## src/rtl/i2cms_pkg.sv

```systemverilog
`timescale 1ns / 1ps
// ----------------------------------------------------------------------------
// i2cms_pkg
// Shared types and codes for the i2c master transaction sequencer.
// ----------------------------------------------------------------------------
package i2cms_pkg;

  localparam logic [7:0] ST_MASK      = 8'hF8;
  localparam logic [7:0] RW_READ_BIT  = 8'h01;

  localparam logic [7:0] ST_START     = 8'h08;
  localparam logic [7:0] ST_RSTART    = 8'h10;
  localparam logic [7:0] ST_SLAW_ACK  = 8'h18;
  localparam logic [7:0] ST_DATAW_ACK = 8'h28;
  localparam logic [7:0] ST_SLAR_ACK  = 8'h40;
  localparam logic [7:0] ST_DATAR_ACK = 8'h50;
  localparam logic [7:0] ST_DATAR_NAK = 8'h58;

  localparam logic [2:0] ACT_NONE    = 3'd0;
  localparam logic [2:0] ACT_START   = 3'd1;
  localparam logic [2:0] ACT_SEND    = 3'd2;
  localparam logic [2:0] ACT_RD_ACK  = 3'd3;
  localparam logic [2:0] ACT_RD_NACK = 3'd4;
  localparam logic [2:0] ACT_STOP    = 3'd5;
  localparam logic [2:0] ACT_RESTART = 3'd6;

  localparam logic CMD_START  = 1'b0;
  localparam logic CMD_STATUS = 1'b1;

  localparam logic [1:0] MODE_WRITE     = 2'd0;
  localparam logic [1:0] MODE_READ      = 2'd1;
  localparam logic [1:0] MODE_REG_WRITE = 2'd2;
  localparam logic [1:0] MODE_REG_READ  = 2'd3;

  typedef struct packed {
    logic        command;
    logic [1:0]  mode;
    logic [6:0]  address;
    logic [7:0]  reg_index;
    logic [15:0] length;
    logic [7:0]  status_code;
    logic [7:0]  rx_byte;
    logic [7:0]  tx_byte;
  } item_t;

  typedef struct packed {
    logic [2:0] bus_action;
    logic [7:0] bus_byte;
    logic       rx_valid;
    logic [7:0] rx_data;
    logic       tx_consumed;
    logic       done_res;
    logic       error;
    logic       busy_res;
  } result_t;

endpackage

```

## src/rtl/i2c_master_transaction_sequencer_unit.sv

```systemverilog
`timescale 1ns / 1ps
// ----------------------------------------------------------------------------
// i2c_master_transaction_sequencer_unit
// Sequences interrupt-style i2c master transactions, one bus action per item.
// ----------------------------------------------------------------------------
// Usage:
//   Input channel (in_valid / in_stall) carries either a start transaction
//   (command 0: mode, address, reg_index, length) or a bus status event
//   (command 1: status_code, rx_byte, tx_byte). Every input transaction gives
//   exactly one result on the output channel (out_valid / out_stall): the bus
//   action to perform, the byte to send, received data, tx_consumed, done_res,
//   error and busy_res.
//   Path: an input register, then the status decode and counter update
//   feeding the result register. Throughput is one transaction per cycle
//   while not stalled; the decode is a single pass over the registered item.
//   A start arriving while a transaction is busy is answered with no action.
//   When the receiver stalls, the result register holds and the input
//   register still takes one more transaction; in_stall rises only while both
//   registers are full and out_stall is high.
//   Reset clears the valids and the transaction state (idle, no handler).
// ----------------------------------------------------------------------------
module i2c_master_transaction_sequencer_unit (
  input  logic        clk,
  input  logic        rst,
  input  logic        in_valid,
  output logic        in_stall,
  input  logic        command,
  input  logic [1:0]  mode,
  input  logic [6:0]  address,
  input  logic [7:0]  reg_index,
  input  logic [15:0] length,
  input  logic [7:0]  status_code,
  input  logic [7:0]  rx_byte,
  input  logic [7:0]  tx_byte,
  output logic        out_valid,
  input  logic        out_stall,
  output logic [2:0]  bus_action,
  output logic [7:0]  bus_byte,
  output logic        rx_valid,
  output logic [7:0]  rx_data,
  output logic        tx_consumed,
  output logic        done_res,
  output logic        error,
  output logic        busy_res
);
  import i2cms_pkg::*;

  logic    s1_valid;
  item_t   s1_item;
  logic    advance;
  result_t res;
  result_t out_res;

  assign advance  = s1_valid && (!out_valid || !out_stall);
  assign in_stall = s1_valid && out_valid && out_stall;

  always_ff @(posedge clk) begin
    if (rst) begin
      s1_valid <= 1'b0;
    end else if (!in_stall) begin
      s1_valid <= in_valid;
    end
    if (!in_stall && in_valid) begin
      s1_item <= '{command, mode, address, reg_index, length,
                   status_code, rx_byte, tx_byte};
    end
  end

  i2cms_core u_core (
    .clk  (clk),
    .rst  (rst),
    .fire (advance),
    .item (s1_item),
    .res  (res)
  );

  always_ff @(posedge clk) begin
    if (rst) begin
      out_valid <= 1'b0;
    end else if (!out_valid || !out_stall) begin
      out_valid <= s1_valid;
    end
    if (advance) begin
      out_res <= res;
    end
  end

  assign bus_action  = out_res.bus_action;
  assign bus_byte    = out_res.bus_byte;
  assign rx_valid    = out_res.rx_valid;
  assign rx_data     = out_res.rx_data;
  assign tx_consumed = out_res.tx_consumed;
  assign done_res    = out_res.done_res;
  assign error       = out_res.error;
  assign busy_res    = out_res.busy_res;

  // completion and abort both end with stop and leave the block idle
  assert property (@(posedge clk) disable iff (rst)
    out_valid && (done_res || error) |-> bus_action == ACT_STOP && !busy_res && !(done_res && error))
    else $error("finish without stop or still busy");

  assert property (@(posedge clk) disable iff (rst)
    out_valid && tx_consumed |-> bus_action == ACT_SEND && !rx_valid)
    else $error("payload consumed without send");

  assert property (@(posedge clk) disable iff (rst)
    out_valid && bus_action == ACT_START |-> busy_res)
    else $error("start issued but not busy");

  // input side only backs up when the result register is held
  assert property (@(posedge clk) disable iff (rst)
    in_stall |-> out_valid && out_stall && s1_valid)
    else $error("input stalled with room downstream");

endmodule

```

## src/rtl/i2cms_core.sv

```systemverilog
`timescale 1ns / 1ps
// ----------------------------------------------------------------------------
// i2cms_core
// Transaction state and the status decode that picks one bus action per item.
// ----------------------------------------------------------------------------
module i2cms_core (
  input  logic              clk,
  input  logic              rst,
  input  logic              fire,
  input  i2cms_pkg::item_t  item,
  output i2cms_pkg::result_t res
);
  import i2cms_pkg::*;

  logic        busy;
  logic [1:0]  active_mode;
  logic        armed;
  logic [6:0]  target_address;
  logic [7:0]  register_byte;
  logic [15:0] byte_total;
  logic [15:0] byte_count;

  logic        busy_next;
  logic [1:0]  active_mode_next;
  logic        armed_next;
  logic [6:0]  target_address_next;
  logic [7:0]  register_byte_next;
  logic [15:0] byte_total_next;
  logic [15:0] byte_count_next;

  logic [7:0]  st;
  logic [7:0]  addr_w;
  logic [7:0]  addr_r;
  logic [15:0] cnt_inc;
  logic        rd_ack_now;
  logic        rd_ack_after;
  logic        wr_done;

  assign st      = item.status_code & ST_MASK;
  assign addr_w  = {target_address, 1'b0};
  assign addr_r  = addr_w | RW_READ_BIT;
  assign cnt_inc = byte_count + 16'd1;
  // read requests compare count + 1 against total without wrapping
  assign rd_ack_now   = ({1'b0, byte_count} + 17'd1) < {1'b0, byte_total};
  assign rd_ack_after = ({1'b0, cnt_inc} + 17'd1) < {1'b0, byte_total};
  assign wr_done      = byte_count >= byte_total;

  always_comb begin
    res                 = '0;
    busy_next           = busy;
    active_mode_next    = active_mode;
    armed_next          = armed;
    target_address_next = target_address;
    register_byte_next  = register_byte;
    byte_total_next     = byte_total;
    byte_count_next     = byte_count;

    if (item.command == CMD_START) begin
      if (!busy) begin
        busy_next           = 1'b1;
        active_mode_next    = item.mode;
        armed_next          = 1'b1;
        target_address_next = item.address;
        register_byte_next  = item.reg_index;
        byte_total_next     = item.length;
        byte_count_next     = '0;
        res.bus_action      = ACT_START;
      end
    end else if (armed) begin
      unique case (active_mode)
        MODE_WRITE, MODE_REG_WRITE: begin
          if (st == ST_START || st == ST_RSTART) begin
            res.bus_action = ACT_SEND;
            res.bus_byte   = addr_w;
          end else if (st == ST_SLAW_ACK && active_mode == MODE_REG_WRITE) begin
            res.bus_action = ACT_SEND;
            res.bus_byte   = register_byte;
          end else if (st == ST_SLAW_ACK || st == ST_DATAW_ACK) begin
            if (wr_done) begin
              res.bus_action = ACT_STOP;
              res.done_res   = 1'b1;
              busy_next      = 1'b0;
            end else begin
              res.bus_action  = ACT_SEND;
              res.bus_byte    = item.tx_byte;
              res.tx_consumed = 1'b1;
              byte_count_next = cnt_inc;
            end
          end else begin
            res.bus_action = ACT_STOP;
            res.error      = 1'b1;
            busy_next      = 1'b0;
          end
        end
        MODE_READ, MODE_REG_READ: begin
          // register read: write phase first, then repeated start into read
          if (st == ST_START && active_mode == MODE_REG_READ) begin
            res.bus_action = ACT_SEND;
            res.bus_byte   = addr_w;
          end else if (st == ST_SLAW_ACK && active_mode == MODE_REG_READ) begin
            res.bus_action = ACT_SEND;
            res.bus_byte   = register_byte;
          end else if (st == ST_DATAW_ACK && active_mode == MODE_REG_READ) begin
            res.bus_action = ACT_RESTART;
          end else if (st == ST_START || st == ST_RSTART) begin
            res.bus_action = ACT_SEND;
            res.bus_byte   = addr_r;
          end else if (st == ST_SLAR_ACK) begin
            res.bus_action = rd_ack_now ? ACT_RD_ACK : ACT_RD_NACK;
          end else if (st == ST_DATAR_ACK) begin
            res.rx_valid    = 1'b1;
            res.rx_data     = item.rx_byte;
            byte_count_next = cnt_inc;
            res.bus_action  = rd_ack_after ? ACT_RD_ACK : ACT_RD_NACK;
          end else if (st == ST_DATAR_NAK) begin
            res.rx_valid    = 1'b1;
            res.rx_data     = item.rx_byte;
            byte_count_next = cnt_inc;
            res.bus_action  = ACT_STOP;
            res.done_res    = 1'b1;
            busy_next       = 1'b0;
          end else begin
            res.bus_action = ACT_STOP;
            res.error      = 1'b1;
            busy_next      = 1'b0;
          end
        end
        default: begin
          res.bus_action = ACT_NONE;
        end
      endcase
    end
    res.busy_res = busy_next;
  end

  always_ff @(posedge clk) begin
    if (rst) begin
      busy           <= 1'b0;
      active_mode    <= MODE_WRITE;
      armed          <= 1'b0;
      target_address <= '0;
      register_byte  <= '0;
      byte_total     <= '0;
      byte_count     <= '0;
    end else if (fire) begin
      busy           <= busy_next;
      active_mode    <= active_mode_next;
      armed          <= armed_next;
      target_address <= target_address_next;
      register_byte  <= register_byte_next;
      byte_total     <= byte_total_next;
      byte_count     <= byte_count_next;
    end
  end

endmodule
```

## config.mk

```make
export PLATFORM = sky130hd
export DESIGN_NAME = i2c_master_transaction_sequencer_unit
export DESIGN_NICKNAME = d
export VERILOG_FILES = /design/src/rtl/i2cms_pkg.sv /design/src/rtl/i2c_master_transaction_sequencer_unit.sv /design/src/rtl/i2cms_core.sv
export SDC_FILE = /design/constraint.sdc
export NUM_CORES = 1
export LEC_CHECK = 0
export BUFFER_PORTS_ARGS = -buffer_cell sky130_fd_sc_hd__clkbuf_2
export CAP_MARGIN = 20
export CORE_MARGIN = 1.5
export CORE_UTILIZATION = 55
export CTS_CLUSTER_SIZE = 28
export DETAILED_ROUTE_END_ITERATION = 6
export PLACE_DENSITY = 0.79
export SLEW_MARGIN = 40
export SYNTH_ARGS = -nofsm -noshare
export SYNTH_HDL_FRONTEND = slang
export SYNTH_SLANG_ARGS = --single-unit
```

## constraint.sdc

```tcl
create_clock -name clk -period 4.3 [get_ports clk]
set_input_delay 0.43 -clock clk [delete_from_list [all_inputs] [get_ports clk]]
set_output_delay 0.43 -clock clk [all_outputs]
set_load 0.02 [all_outputs]
```

==> metrics.cfg, run 1 <==
[setup_path]
crit_fanout=12
timing.critical_path.from=u_core.byte_count[0]
required_ns=4.47
r2r_start=u_core.byte_count[0]
cp.arrival_ns=4.25
worst_path_most_repeated_cell=ha_1
worst_setup_path_start_kind=flip-flop
reg2reg_slack_ns=0.22
critPathSlowestCell=or3_4
critPathBufInv=2
criticalPathCategory=flip-flop to flip-flop
crit_chain=buf_4, inv_1, ha_1, nor2_1, nand4_1, or3_4, nor4_2, and2_1, xnor2_1, ha_1, o21a_1, o21ai_0, a31oi_1, a311oi_2, nand3b_1, a41o_1
cpPeakStageDelay_ns=0.45
cp_top_family=simple AND/OR/NAND/NOR gates
end_kind=flip-flop

[power]
p_leak_nw=3.13
power.internal_mw=2.29
switching_share=0.226
pwr-share-seq=0.481
peakVddDrop_mv=0.314
pwr-share-clk=0.458
switchingPower_mw=0.670
combPwrFrac=0.061
p_total_mw=2.96
power_density_nw_per_um2=375

[min_path]
hold_path.class=input pin to flip-flop
hold_path.startpoint=reg_index[4]

[global_route]
antenna_found_initial=0
grt_pass1_vias=5016
grt_util_all_layers=0.229
gr-total-overflow=0
grt_first_pass_wirelength_um=23200
grt_max_degree=41

[timing]
tightest_slew_ns=0.755
skew_ns=0.00597
max_slew_margin=0.496
rsz0062_at_grt=false
min_period_over_period=0.949
max_freq_ghz=0.245
hold_viol=0
final.min_clock_period_ns=4.08
drv_slew=0
setup_viol=0
tns_ns=0
fin_hold_ws_ns=0.182
worst_slack_ns=0.220

[detailed_routing]
wl_met2_um=6470
antenna_left=0
vias_per_cell=5.76
wl_met3_um=867
post_drt_wl_per_cell_um=15.6
drt_iter0_drc=363
firstDrtPassIters=5
vias=5200
wl_um=14100
routed.top_layer=met4
wl_met1_um=6300
drc=0

[synth]
async_flop_share=0
syn_area_per_cell_sq_um=10.2
syn_inst=656
ys_ff_latch=132
ys_seq_area_frac=0.511
synth_fp_nets=767
synthFlopType=edfxtp_1
synth_top_area_frac=0.353
syn_area_sq_um=6720
synthTopCellsByArea=edfxtp_1 35%, dfxtp_1 16%, ha_1 9.1%
yosys_warnings=0
synth_edf_count=79
synth_largest_area_cell=edfxtp_1
synth_cell_types=65

[place]
preCtsSetupSlack_ns=0.133
dp.cells=870
place_area_sq_um=7310
portBuffers=84
gp_congestion=0.976
dp_hpwl_um=10300

[finish]
fin_cells=902
antenna_cells=0
fin_util=0.660
area_growth_pct=17.5
finalNetCount=853
layout-drive-gt1-share=0.205
final_cell_area_sq_um=7900

[clock_tree]
path_clk_slew_ns=0.06
cts.sinks=132
clock_path_buffers=2
htree_levels=4
clkLatencyLatePin_ns=0.42
cts_made_buffers=17
cts_tree=built
cts-root-buf=clkbuf_16
ctsHoldBuffers=0

[floorplanning]
core_area_sq_um=12000
initial_core_util=0.562
die_w_um=114
ios=88
dieHeight_um=114
row_count=40
die_area_sq_um=12900

[status]
status=finished clean

[job]
max_cap_viol_count=0

cell families (layout without fill, tap and decap cells):
kind of cell / after synthesis / count (layout) / synth area share
and+or+nand+nor: 227 / 227 / 0.175
AOI/OAI and AO/OA: 149 / 149 / 0.140
DFF: 132 / 132 / 0.511
buffers and inverters: 70 / 169 / 0.0430
adders and majority gates: 49 / 49 / 0.0912
xor gates and xnor gates: 29 / 29 / 0.0389
final timing paths:
path / cells after the start / to
worst max-delay path: 16 / bus_action[2]
worst min-delay path: 1 / s1_item[44]
worst max register to register: 16 / bus_action[2]
worst min register to register: 2 / u_core.byte_total[5]
sequential cells by signal, indices dropped and copies added (netlist names), 2 cells and up:
register	flops
u_core.byte_total	16
bus_byte	8
rx_data	8
u_core.active_mode	2
u_core.register_byte	8
u_core.byte_count	16
s1_item	55
u_core.target_address	7
bus_action	3
power by group through the flow:
| stage | Clock (mW) | Sequential, mW | Combinational, mW |
|---|---|---|---|
| after floorplan | 0 | 1.45 | 0.102 |
| after global placement | 0 | 1.45 | 0.171 |
| after detailed placement | 0 | 1.45 | 0.180 |
| after CTS | 1.37 | 1.42 | 0.180 |
| after global routing | 1.43 | 1.43 | 0.201 |
| final | 1.36 | 1.42 | 0.181 |
area by class of cell:
class / instances / area (sq um)
Clock buffer: 21 / 460
Clock inverter: 11 / 101
Fill cell: 865 / 4060
Inverter: 37 / 139
Multi-Input combinational cell: 454 / 3040
Sequential cell: 132 / 3430
Tap cell: 147 / 184
Timing Repair Buffer: 100 / 541
placed cells by master, fill, tap and decap left out, types with 8 or more instances in the layout:
master	n
nand2_1	93
o2bb2ai_1	12
ha_1	48
nand3_1	12
clkbuf_2	83
nand4_1	8
edfxtp_1	79
nor3_1	14
xnor2_1	19
o21ai_0	12
clkbuf_16	17
buf_4	16
dfxtp_1	53
xor2_1	8
a21oi_1	64
inv_1	37
and3_1	10
nor2_1	25
and2_1	15
a31oi_1	8
routing by layer:
layer | vias up | track usage
li1 | 2545 | -
met1 | 2385 | 0.308
met2 | 227 | 0.348
met3 | 43 | 0.0505
met4 | 0 | 0.123
met5 | - | 0
what timing repair did:
item / in CTS / in global routing
hold endpoints to repair: 0 / 0
buffers inserted: 0 / 0
endpoints found under the setup margin: 0 / 3
gates resized for setup: 0 / 4
synth_stat cells, drive strengths merged (10+ instances only):
master and count:
o21ai 14, inv 37, a21oi 64, nor3 15, ha 49, dfxtp 53, buf 15, clkbuf 18
and2 17, nand2 95, nor2 25, nand3 13, edfxtp 79, xnor2 20, o2bb2ai 12, and3 10
No activity file was read; power rests on OpenSTA's default activity.
==> run 2: changes to the inputs <==
--- a/config.mk
+++ b/config.mk
@@ -9,8 +9,8 @@
 export CAP_MARGIN = 20
 export CORE_MARGIN = 1.5
-export CORE_UTILIZATION = 55
+export CORE_UTILIZATION = 52
 export CTS_CLUSTER_SIZE = 28
 export DETAILED_ROUTE_END_ITERATION = 6
-export PLACE_DENSITY = 0.79
+export PLACE_DENSITY = 0.78
 export SLEW_MARGIN = 40
 export SYNTH_ARGS = -nofsm -noshare
==> constraint.sdc (replaced) <==
create_clock -name clk -period 3.5 [get_ports clk]
set_input_delay 0.525 -clock clk [delete_from_list [all_inputs] [get_ports clk]]
set_output_delay 0.525 -clock clk [all_outputs]
set_load 0.02 [all_outputs]
==> run 2 against run 1 <==
Effect of this change:
- the run now ends with setup timing left
- sequential power rose by 23%
- final area grew 9.4%
- fmax grew 7.3%
- clock-buffer cell count down 2
- register-to-register slack worse by 0.52 ns
- critical endpoint unchanged
- global-route usage is 1.6 points higher
- core utilization grew 2.4 points
- final cell count rose by 9.5%
- critical path type unchanged
- routed wire length up 18%
- clock power grew 35%
- via count is 7.3% higher
==> metrics.cfg, run 2 (synthesis gave the netlist of run 1 again) <==
[floorplanning]
core_area_sq_um=12600  ; +5.5%
dieHeight_um=117  ; +2.8%
die_area_sq_um=13600  ; +5.6%
initial_core_util=0.532  ; -0.0293
row_count=41  ; +2.5%
ios=88  ; unchanged
die_w_um=117  ; +2.8%

[power]
power.internal_mw=2.94  ; +28%
combPwrFrac=0.065  ; +0.004
pwr-share-clk=0.478  ; +0.020
peakVddDrop_mv=0.646  ; +110%
p_leak_nw=3.54  ; +13%
switching_share=0.230  ; +0.00405
pwr-share-seq=0.458  ; -0.023
switchingPower_mw=0.879  ; +31%
p_total_mw=3.82  ; +29%
power_density_nw_per_um2=442  ; +18%

[detailed_routing]
drt_iter0_drc=431  ; +19%
firstDrtPassIters=5  ; unchanged
antenna_left=0  ; unchanged
drc=0  ; unchanged
post_drt_wl_per_cell_um=16.8  ; +7.6%
vias_per_cell=5.65  ; -2.0%
vias=5580  ; +7.3%
wl_um=16600  ; +18%

[timing]
drv_slew=0  ; unchanged
min_period_over_period=1.09  ; +0.137
skew_ns=0.00637  ; +0.000397 ns
max_slew_margin=0.489  ; -0.00695
rsz0062_at_grt=true
tightest_slew_ns=0.767  ; +0.0119 ns
max_freq_ghz=0.263  ; +7.3%
worst_slack_ns=-0.301  ; -0.521 ns
hold_viol=0  ; unchanged
final.min_clock_period_ns=3.80  ; -0.279 ns
setup_viol=3  ; +3

[setup_path]
required_ns=3.68  ; -0.79 ns
worst_setup_path_start_kind=flip-flop
end_kind=flip-flop
cp.arrival_ns=3.98  ; -0.27 ns
crit_fanout=3  ; -9
criticalPathCategory=flip-flop to flip-flop

[min_path]
hold_path.class=input pin to flip-flop

[place]
dp.cells=952  ; +9.4%
portBuffers=84  ; unchanged
preCtsSetupSlack_ns=-0.292  ; -0.425 ns
dp_hpwl_um=11500  ; +11%
gp_congestion=0.921  ; -5.6%

[global_route]
gr-total-overflow=0  ; unchanged
met2_usage=0.414  ; +0.0655
grt_first_pass_wirelength_um=25400  ; +9.2%
busiest_layer=met2
grt_pass1_vias=5226  ; +4.2%
use_met1=0.308  ; about the same
antenna_found_initial=0  ; unchanged
grt_max_degree=40  ; -2.4%
grt_util_all_layers=0.245  ; +0.0164
use_met3=0.0566  ; +0.00609

[finish]
regMostFlops=s1_item
largest_reg_flops=55  ; unchanged
area_growth_pct=28.5
top_regs=s1_item (55), u_core.byte_count (16), u_core.byte_total (16)
antenna_cells=0  ; unchanged
layout_commonest_cell=nand2_1
finalNetCount=914  ; +7.2%
fin_cells=988  ; +9.5%
fin_util=0.684  ; +0.0242
layout-drive-gt1-share=0.297  ; +0.0913
final_cell_mix=91 x nand2_1, 84 x clkbuf_2, 79 x edfxtp_1, 75 x buf_4, 63 x a21oi_1

[clock_tree]
ctsHoldBuffers=0  ; unchanged
cts.sinks=132  ; unchanged
path_clk_slew_ns=0.06  ; about the same
cts_tree=built
cts-root-buf=clkbuf_16
clkLatencyLatePin_ns=0.43  ; about the same
cts_made_buffers=17  ; unchanged
clock_path_buffers=2  ; unchanged
htree_levels=4  ; unchanged

[status]
status=finished with violations
violations=setup timing

[job]
max_cap_viol_count=0  ; unchanged

run 2: power by group through the flow:
stage / logic [mW] / registers [mW] / clock network (mW)
after CTS: 0.236 / 1.75 / 1.84
after detailed placement: 0.230 / 1.78 / 0
final: 0.247 / 1.75 / 1.83
after global routing: 0.271 / 1.75 / 1.90
after floorplan: 0.125 / 1.79 / 0
after global placement: 0.217 / 1.78 / 0
run 2: through the flow:
stage          area [sq um]  hold WS [ns]  TNS [ns]
2_1_floorplan          6730         0.436   -0.0718
3_3_place_gp           7770         0.445    -0.548
3_5_place_dp           7780         0.447    -0.791
4_1_cts                8450         0.266    -0.507
5_1_grt                8640         0.266     -1.19
6_report               8640         0.273    -0.687
run 2: critical path, stage by stage, from the launching register on:
cell and delay [ns]:
dfxtp_2 0.36, ha_4 0.16, nand3_4 0.09, or3_1 0.38, and2_4 0.19, or4_4 0.50, nor2_1 0.16, xnor2_1 0.14
ha_1 0.26, nor2b_1 0.13, o21ai_0 0.28, a31oi_2 0.15, a311oi_1 0.26, buf_4 0.17, nand3b_1 0.10, a41o_1 0.22
run 2: path summary, 6_finish.rpt:
| path | startpoint | to | slack (ns) | depth (start not counted) |
|---|---|---|---|---|
| worst min-delay path | address[2] | s1_item[50] | 0.27 | 1 |
| worst max register to register | u_core.byte_count[1] | bus_action[2] | -0.30 | 15 |
| worst max-delay path | u_core.byte_count[1] | bus_action[2] | -0.30 | 15 |
| worst min register to register | u_core.register_byte[0] | u_core.register_byte[0] | 0.45 | 2 |
run 2: metal layers:
layer / part of all wire / vias up
met1: 0.41 / 2625
met2: 0.50 / 251
met3: 0.076 / 37
met4: 0.023 / 0
met5: 0 / -
li1: - / 2667
run 2: final cells by class:
| type | count | area, sq um |
|---|---|---|
| Clock buffer | 19 | 433 |
| Clock inverter | 13 | 174 |
| Tap cell | 172 | 215 |
| Timing Repair Buffer | 161 | 1010 |
| Sequential cell | 132 | 3440 |
| Fill cell | 905 | 3980 |
| Multi-Input combinational cell | 454 | 3230 |
| Inverter | 37 | 139 |
run 2: repair_timing:
item | CTS | global route
endpoints found under the setup margin | 3 | 3
pin swaps | 5 | 5
setup buffers | 1 | 3
gates resized for setup | 8 | 32
